### src/rtl/pot_pkg.sv
// ----------------------------------------------------------------------------
// pot_pkg: shared types and constants of the point override table
// Command codes, payload beat structs and the controller command bundle.
// ----------------------------------------------------------------------------
package pot_pkg;

	// table geometry
	localparam int TABLE_DEPTH = 16;
	localparam int IDX_W       = (TABLE_DEPTH > 1) ? $clog2(TABLE_DEPTH) : 1;
	localparam int CNT_W       = $clog2(TABLE_DEPTH + 1);

	// fixed field widths
	localparam int KEY_W = 32;
	localparam int VAL_W = 32;
	localparam int CAP_W = 5;
	localparam int UC_W  = 5;

	// capacity after reset
	localparam logic [CAP_W-1:0] CAP_RESET = CAP_W'(16);

	// command codes
	typedef enum logic [1:0] {
		CMD_LOOKUP = 2'd0,
		CMD_MODIFY = 2'd1,
		CMD_REMOVE = 2'd2,
		CMD_CLEAR  = 2'd3
	} pot_op_t;

	// input beat
	typedef struct packed {
		pot_op_t           command;
		logic [KEY_W-1:0]  point;
		logic [VAL_W-1:0]  value;
	} pot_in_t;

	// result beat
	typedef struct packed {
		logic              ok;
		logic [VAL_W-1:0]  stored_value;
		logic [UC_W-1:0]   used_count;
	} pot_out_t;

	// controller to datapath commands
	typedef struct packed {
		logic load;   // capture a new input beat
		logic find;   // compare key against the table
		logic exec;   // update table and write the result
	} pot_cmd_t;

endpackage

### src/rtl/point_override_table.sv
// ----------------------------------------------------------------------------
// point_override_table: small associative key/value override table
// Lookup, modify or insert, remove with last-entry compaction, and clear.
// ----------------------------------------------------------------------------
// sequence: an accepted item gets a parallel key compare, then the table
//   write-back and its result beat; the next item is taken as the current
//   one retires, and a stalled result beat holds the write-back
// reset: entry count cleared, capacity back to 16; key and value storage
//   is not cleared, entries at or above the count are never read
module point_override_table (
	input  logic                      clk,
	input  logic                      arst_n,
	input  logic                      in_valid,
	output logic                      in_stall,
	input  pot_pkg::pot_in_t          in_item,
	output logic                      out_valid,
	input  logic                      out_stall,
	output pot_pkg::pot_out_t         out_item,
	input  logic                      cfg_valid,
	output logic                      cfg_ready,
	input  logic [pot_pkg::CAP_W-1:0] cfg_data
);
	import pot_pkg::*;

	pot_cmd_t cmd;

	// capacity writes always land
	assign cfg_ready = 1'b1;

	pot_ctrl u_ctrl (
		.clk       (clk),
		.arst_n    (arst_n),
		.in_valid  (in_valid),
		.in_stall  (in_stall),
		.out_valid (out_valid),
		.out_stall (out_stall),
		.cmd       (cmd)
	);

	pot_dpath u_dpath (
		.clk      (clk),
		.arst_n   (arst_n),
		.cmd      (cmd),
		.in_item  (in_item),
		.cfg_wr   (cfg_valid && cfg_ready),
		.cfg_data (cfg_data),
		.out_item (out_item)
	);

endmodule

### src/rtl/pot_ctrl.sv
// ----------------------------------------------------------------------------
// pot_ctrl: sequencing for the point override table
// Steps each item through a key search and a write-back, and owns the
// input stall and the result valid flag.
// ----------------------------------------------------------------------------
module pot_ctrl (
	input  logic             clk,
	input  logic             arst_n,
	input  logic             in_valid,
	output logic             in_stall,
	output logic             out_valid,
	input  logic             out_stall,
	output pot_pkg::pot_cmd_t cmd
);
	import pot_pkg::*;

	typedef enum logic [1:0] {
		S_IDLE,
		S_FIND,
		S_EXEC
	} state_t;

	state_t state_q;
	logic   out_valid_q;
	logic   out_free;

	// result register can take a new beat this cycle
	assign out_free = !out_valid_q || !out_stall;

	// a new item enters when idle or when the current one retires
	assign in_stall = !((state_q == S_IDLE) || ((state_q == S_EXEC) && out_free));

	// commands to the datapath
	assign cmd.load = in_valid && !in_stall;
	assign cmd.find = (state_q == S_FIND);
	assign cmd.exec = (state_q == S_EXEC) && out_free;

	assign out_valid = out_valid_q;

	// state and result valid
	always_ff @(posedge clk or negedge arst_n) begin
		if (!arst_n) begin
			state_q     <= S_IDLE;
			out_valid_q <= 1'b0;
		end else begin
			if (out_valid_q && !out_stall) begin
				out_valid_q <= 1'b0;
			end
			unique case (state_q)
				S_IDLE: begin
					if (in_valid) begin
						state_q <= S_FIND;
					end
				end
				S_FIND: begin
					state_q <= S_EXEC;
				end
				S_EXEC: begin
					if (out_free) begin
						out_valid_q <= 1'b1;
						state_q     <= in_valid ? S_FIND : S_IDLE;
					end
				end
				default: begin
					state_q <= S_IDLE;
				end
			endcase
		end
	end

endmodule

### src/rtl/pot_dpath.sv
// ----------------------------------------------------------------------------
// pot_dpath: storage and compare logic of the point override table
// Holds keys, values, the fill count and the capacity register; runs the
// parallel key search and the per-command table update.
// ----------------------------------------------------------------------------
module pot_dpath (
	input  logic              clk,
	input  logic              arst_n,
	input  pot_pkg::pot_cmd_t cmd,
	input  pot_pkg::pot_in_t  in_item,
	input  logic              cfg_wr,
	input  logic [pot_pkg::CAP_W-1:0] cfg_data,
	output pot_pkg::pot_out_t out_item
);
	import pot_pkg::*;

	pot_in_t          item_q;
	logic [CAP_W-1:0] cap_q;
	logic [CNT_W-1:0] used_q;
	logic [KEY_W-1:0] keys_q [TABLE_DEPTH];
	logic [VAL_W-1:0] vals_q [TABLE_DEPTH];
	pot_out_t         out_q;

	logic             hit_s1;
	logic [IDX_W-1:0] slot_s1;

	logic [TABLE_DEPTH-1:0] match;
	logic                   hit_c;
	logic [IDX_W-1:0]       slot_c;

	logic [CNT_W-1:0] eff_lim;
	logic [CNT_W-1:0] last_cnt;
	logic [IDX_W-1:0] last_idx;
	logic [IDX_W-1:0] rd_idx;
	logic [VAL_W-1:0] rd_val;
	logic [KEY_W-1:0] last_key;

	logic             wr_en;
	logic [IDX_W-1:0] wr_idx;
	logic [KEY_W-1:0] wr_key;
	logic [VAL_W-1:0] wr_val;
	logic [CNT_W-1:0] used_nx;
	pot_out_t         res;
	logic [31:0]      used_wide;

	// capacity saturates at the table depth
	always_comb begin
		if (32'(cap_q) > 32'(TABLE_DEPTH)) begin
			eff_lim = CNT_W'(TABLE_DEPTH);
		end else begin
			eff_lim = CNT_W'(cap_q);
		end
	end

	// parallel key compare over used entries, lowest slot wins
	always_comb begin
		hit_c  = 1'b0;
		slot_c = '0;
		for (int i = 0; i < TABLE_DEPTH; i++) begin
			match[i] = (32'(i) < 32'(used_q)) && (keys_q[i] == item_q.point);
		end
		for (int i = TABLE_DEPTH - 1; i >= 0; i--) begin
			if (match[i]) begin
				hit_c  = 1'b1;
				slot_c = IDX_W'(i);
			end
		end
	end

	// last used entry and the single value read port
	assign last_cnt = used_q - CNT_W'(1);
	assign last_idx = last_cnt[IDX_W-1:0];
	assign rd_idx   = (item_q.command == CMD_REMOVE) ? last_idx : slot_s1;
	assign rd_val   = vals_q[rd_idx];
	assign last_key = keys_q[last_idx];

	// per-command update and result
	always_comb begin
		wr_en   = 1'b0;
		wr_idx  = slot_s1;
		wr_key  = item_q.point;
		wr_val  = item_q.value;
		used_nx = used_q;
		res.ok           = 1'b0;
		res.stored_value = '0;
		unique case (item_q.command)
			CMD_LOOKUP: begin
				if (hit_s1) begin
					res.ok           = 1'b1;
					res.stored_value = rd_val;
				end
			end
			CMD_MODIFY: begin
				if (hit_s1) begin
					wr_en  = 1'b1;
					res.ok = 1'b1;
				end else if (used_q < eff_lim) begin
					wr_en   = 1'b1;
					wr_idx  = used_q[IDX_W-1:0];
					used_nx = used_q + CNT_W'(1);
					res.ok  = 1'b1;
				end
			end
			CMD_REMOVE: begin
				if (hit_s1) begin
					// move the last entry into the freed slot
					wr_en   = (slot_s1 != last_idx);
					wr_key  = last_key;
					wr_val  = rd_val;
					used_nx = last_cnt;
					res.ok  = 1'b1;
				end
			end
			CMD_CLEAR: begin
				used_nx = '0;
				res.ok  = 1'b1;
			end
			default: begin
				res.ok = 1'b0;
			end
		endcase
		used_wide      = 32'(used_nx);
		res.used_count = used_wide[UC_W-1:0];
	end

	// control state: count and capacity
	always_ff @(posedge clk or negedge arst_n) begin
		if (!arst_n) begin
			used_q <= '0;
			cap_q  <= CAP_RESET;
		end else begin
			if (cfg_wr) begin
				cap_q <= cfg_data;
			end
			if (cmd.exec) begin
				used_q <= used_nx;
			end
		end
	end

	// payload registers: item, search result, table, result beat
	always_ff @(posedge clk) begin
		if (cmd.load) begin
			item_q <= in_item;
		end
		if (cmd.find) begin
			hit_s1  <= hit_c;
			slot_s1 <= slot_c;
		end
		if (cmd.exec) begin
			out_q <= res;
			if (wr_en) begin
				keys_q[wr_idx] <= wr_key;
				vals_q[wr_idx] <= wr_val;
			end
		end
	end

	assign out_item = out_q;

endmodule

### config.mk
export PLATFORM = sky130hd
export DESIGN_NAME = point_override_table
export DESIGN_NICKNAME = d
export VERILOG_FILES = /design/src/rtl/pot_pkg.sv /design/src/rtl/point_override_table.sv /design/src/rtl/pot_ctrl.sv /design/src/rtl/pot_dpath.sv
export SDC_FILE = /design/constraint.sdc
export NUM_CORES = 2
export LEC_CHECK = 0
export BUFFER_PORTS_ARGS = -buffer_cell sky130_fd_sc_hd__clkbuf_2
export CORE_UTILIZATION = 55
export CTS_BUF_LIST = sky130_fd_sc_hd__clkbuf_2 sky130_fd_sc_hd__clkbuf_4 sky130_fd_sc_hd__clkbuf_8
export CTS_CLUSTER_DIAMETER = 100
export DETAILED_ROUTE_END_ITERATION = 6
export GPL_ROUTABILITY_DRIVEN = 0
export HOLD_SLACK_MARGIN = 0.1
export MAX_ROUTING_LAYER = met4
export PLACE_DENSITY = 0.74
export SETUP_SLACK_MARGIN = 0.1
export SLEW_MARGIN = 20
export SYNTH_ARGS = -nofsm -noshare
export SYNTH_HDL_FRONTEND = slang
export SYNTH_SLANG_ARGS = --single-unit
### constraint.sdc
create_clock -name clk -period 12 [get_ports clk]
set_input_delay 3 -clock clk [delete_from_list [all_inputs] [get_ports clk]]
set_output_delay 3 -clock clk [all_outputs]
set_load 0.02 [all_outputs]
==> flow_summary.ini <==
[status]
run_status = finished clean

[critical_path]
worstSetupEndpointType = output port
path_class = in -> out
cp_cell_sequence = clkbuf_2, a31o_2, clkbuf_2
path_buf_inv = 2
critical_path.most_common_cell = sky130_fd_sc_hd__clkbuf_2
path_max_fanout = 3
setup.reg_to_reg.worst_slack_ps = 6700
critical-path-max-stage-delay_ps = 260
crit_path_top_delay_cell = sky130_fd_sc_hd__a31o_2
worst_ep_arrival_time_ps = 3520
critPathTopFamily = compound AO/OA/AOI/OAI gates
critical_path.startpoint_type = input pin
timing.critical_path.required_ps = 9000

[timing]
fmax_mhz = 153
drv_slew = 0
totalNegativeSetupSlack_ps = 0
final-setup-viol-count = 0
relSlewSlack = 0.196
final.setup_skew_ps = 45.5
period_share = 0.543
layout_min_cycle_time_ps = 6520
timing_hold_violations_final = 0
grt_setup_unrepaired = false
worstMarginPinSlew_ps = 1210

[yosys]
postSynth.asyncResetShare = 0.0113
synth_enable_flop_cells = 1133
synth_top_flop_cell = sky130_fd_sc_hd__edfxtp_1
synthesis.yosys.warnings = 0
syn_nets = 2823
synth_cell_types = 54
syn_area_sq_um = 50400
syn_avg_cell_area_sq_um = 18.4
syn-instance-count = 2735
synth.yosys.seq_area_share = 0.681
ys_ff_latch = 1146

[clock_network]
cts-htree-levels = 4
post-cts-setup-buffers = 0
cts_root_buffer = sky130_fd_sc_hd__clkbuf_8
clock_insertion_delay_worst_skew_ps = 860
tritoncts = yes
numClockSinks = 1146
cts_inserted_buffers = 177
cts_repair_resize_count = 0
cts_buffer_depth = 3
clk_pin_slew_worst_paths_ps = 60
cts_hold_repair.buffers = 0

[power]
power_leakage_nw = 17.9
power.share.combinational = 0.276
switching_part_of_the_total_power = 0.306
internal_power_w = 0.00756
power.share.sequential = 0.431
finalPower_w = 0.0109
switchingPower_w = 0.00333
clock_power_share = 0.293
ir_drop_mv = 0.169
pwr_density_cell_nw_per_um2 = 195

[finish]
finalNetCount = 3023
final_area_sq_um = 55900
fillCellCount = 6265
layout.cells.most_common_list = sky130_fd_sc_hd__edfxtp_1 (1133), sky130_fd_sc_hd__mux4_2 (288), sky130_fd_sc_hd__xnor2_1 (261)
area_growth_from_synthesis_to_layout_pct = 10.9
layout-drive-gt1-share = 0.280
most_common_cell_after_layout_fill_and_taps_aside = sky130_fd_sc_hd__edfxtp_1
post-route-util = 0.618

[drt]
vias = 27300
route.detailed.drc = 0
detail_route.iter0.violations = 3835
dr.pass1.iters = 5
drt-total-wl_um = 132000
routed_wire_length_per_instance_um = 31.0
avgViaCountPerCell = 6.42
count_of_nets_left_with_antenna_violations_after_detail_routing = 0

[die]
coreArea_sq_um = 90400
die_area_sq_um = 92900
floorplan.io_pins = 117
initial_utilization = 0.557
placementRows = 110
die_width_um = 305
floorplan.die.height_um = 305

[grt]
first_global_vias = 28000
grt_usage = 0.298
grt_max_degree = 129
grt_first_pass_wirelength_um = 192000
initial_antenna_violation_count = 2
grt.overflow.total = 0

[min_path]
worst_hold_path_type = reg -> reg

[placement]
port-buffer-count = 115
dp.final_hpwl_um = 87900
placed_area_sq_um = 52400

[job]
maxCapViolations = 0
==> worst paths after layout <==
kind                                   start                   end  cells after the start
max in group asynchronous             arst_n      u_dpath.cap_q[4]                      1
hold reg to reg             u_dpath.cap_q[1]      u_dpath.cap_q[1]                      1
setup / recovery                   out_stall              in_stall                      3
hold / removal              u_dpath.cap_q[1]      u_dpath.cap_q[1]                      1
min in group asynchronous             arst_n     u_dpath.used_q[0]                      1
setup reg to reg           u_dpath.used_q[0]  u_dpath.keys_q[8][7]                     12
==> power groups by stage <==
stage                     logic, W  registers, W  clock network [W]
after floorplan            0.00208       0.00476                  0
after global placement     0.00290       0.00477                  0
after detailed placement   0.00295       0.00477                  0
after CTS                  0.00297       0.00469            0.00324
after global routing       0.00313       0.00469            0.00340
final                      0.00300       0.00469            0.00319
==> synth_stat cells (2+ instances only) <==
cell,n,area [sq um]
sky130_fd_sc_hd__a2111oi_0,3,26.3
sky130_fd_sc_hd__a211oi_1,34,255
sky130_fd_sc_hd__a21o_1,2,15.0
sky130_fd_sc_hd__a21oi_1,46,230
sky130_fd_sc_hd__a22oi_1,3,22.5
sky130_fd_sc_hd__a31oi_1,3,18.8
sky130_fd_sc_hd__and2_1,6,37.5
sky130_fd_sc_hd__and3_1,32,200
sky130_fd_sc_hd__buf_2,81,405
sky130_fd_sc_hd__buf_4,13,97.6
sky130_fd_sc_hd__buf_6,12,135
sky130_fd_sc_hd__clkbuf_1,62,233
sky130_fd_sc_hd__dfrtp_1,12,300
sky130_fd_sc_hd__edfxtp_1,1133,34000
sky130_fd_sc_hd__ha_1,12,150
sky130_fd_sc_hd__inv_1,11,41.3
sky130_fd_sc_hd__mux2_2,69,777
sky130_fd_sc_hd__mux2i_1,36,360
sky130_fd_sc_hd__mux4_2,288,6490
sky130_fd_sc_hd__nand2_1,34,128
sky130_fd_sc_hd__nand2b_1,6,37.5
sky130_fd_sc_hd__nand3_1,18,90.1
sky130_fd_sc_hd__nand4_1,76,475
sky130_fd_sc_hd__nor2_1,40,150
sky130_fd_sc_hd__nor2b_1,35,219
sky130_fd_sc_hd__nor3_1,27,135
sky130_fd_sc_hd__nor3_2,2,20.0
sky130_fd_sc_hd__nor3b_1,2,15.0
sky130_fd_sc_hd__nor4_1,69,432
sky130_fd_sc_hd__o2111ai_1,3,26.3
sky130_fd_sc_hd__o21a_1,2,15.0
sky130_fd_sc_hd__o21ai_0,20,100
sky130_fd_sc_hd__o21ai_1,4,20.0
sky130_fd_sc_hd__o22ai_1,2,12.5
sky130_fd_sc_hd__o311ai_0,2,17.5
sky130_fd_sc_hd__or4_1,2,15.0
sky130_fd_sc_hd__xnor2_1,262,2290
sky130_fd_sc_hd__xor2_1,255,2230
==> routing by layer <==
metal  vias up  track usage  wire length (um)  share of wire
li1      11300            -                 -              -
met1     14100        0.382             48500           0.37
met2      1605        0.462             64300           0.49
met3       315       0.0462             11500          0.087
met4         0        0.158              7500          0.057
met5         -            -                 0              0
==> through the flow <==
stage / instances / setup WS (ps) / hold slack [ps]
finish: 4258 / 5480 / 522
global route: 4258 / 5460 / 543
CTS: 4254 / 5490 / 522
detailed placement: 3931 / 5260 / 510
global placement: 3928 / 5160 / 504
floorplan: 2735 / 4220 / 471
==> state kept, by name, summed over array words and instances (netlist names) <==
signal            cells
u_dpath.slot_s1       4
u_dpath.keys_q      512
u_ctrl.out_valid      1
u_dpath.used_q        5
u_dpath.item_q       66
u_dpath.out_item     38
u_dpath.cap_q         5
u_dpath.hit_s1        1
u_ctrl.state_q        2
u_dpath.vals_q      512
==> layout make-up <==
class                      count  area [sq um]  share of cell area
antenna                        3          7.51            0.000134
clock buffer                 234          2870              0.0513
clock inverter                89           587              0.0105
inverter                      11          41.3            0.000739
multi-input combinational   1409         15400               0.275
sequential                  1146         34400               0.614
tap                         1176          1470              0.0263
timing repair buffer         190          1220              0.0219
==> cells by family after synthesis <==
kind of cell	after synthesis	share of synthesized area
adder cells (fa/ha/maj)	12	0.00298
XOR/XNOR	518	0.0901
flip-flops	1146	0.681
multiplexers	393	0.151
AO/OA/AOI/OAI	132	0.0165
buffers and inverters	180	0.0182
AND/OR/NAND/NOR	353	0.0395
other	1	0.0000744
(Power assumes the default switching activity.)
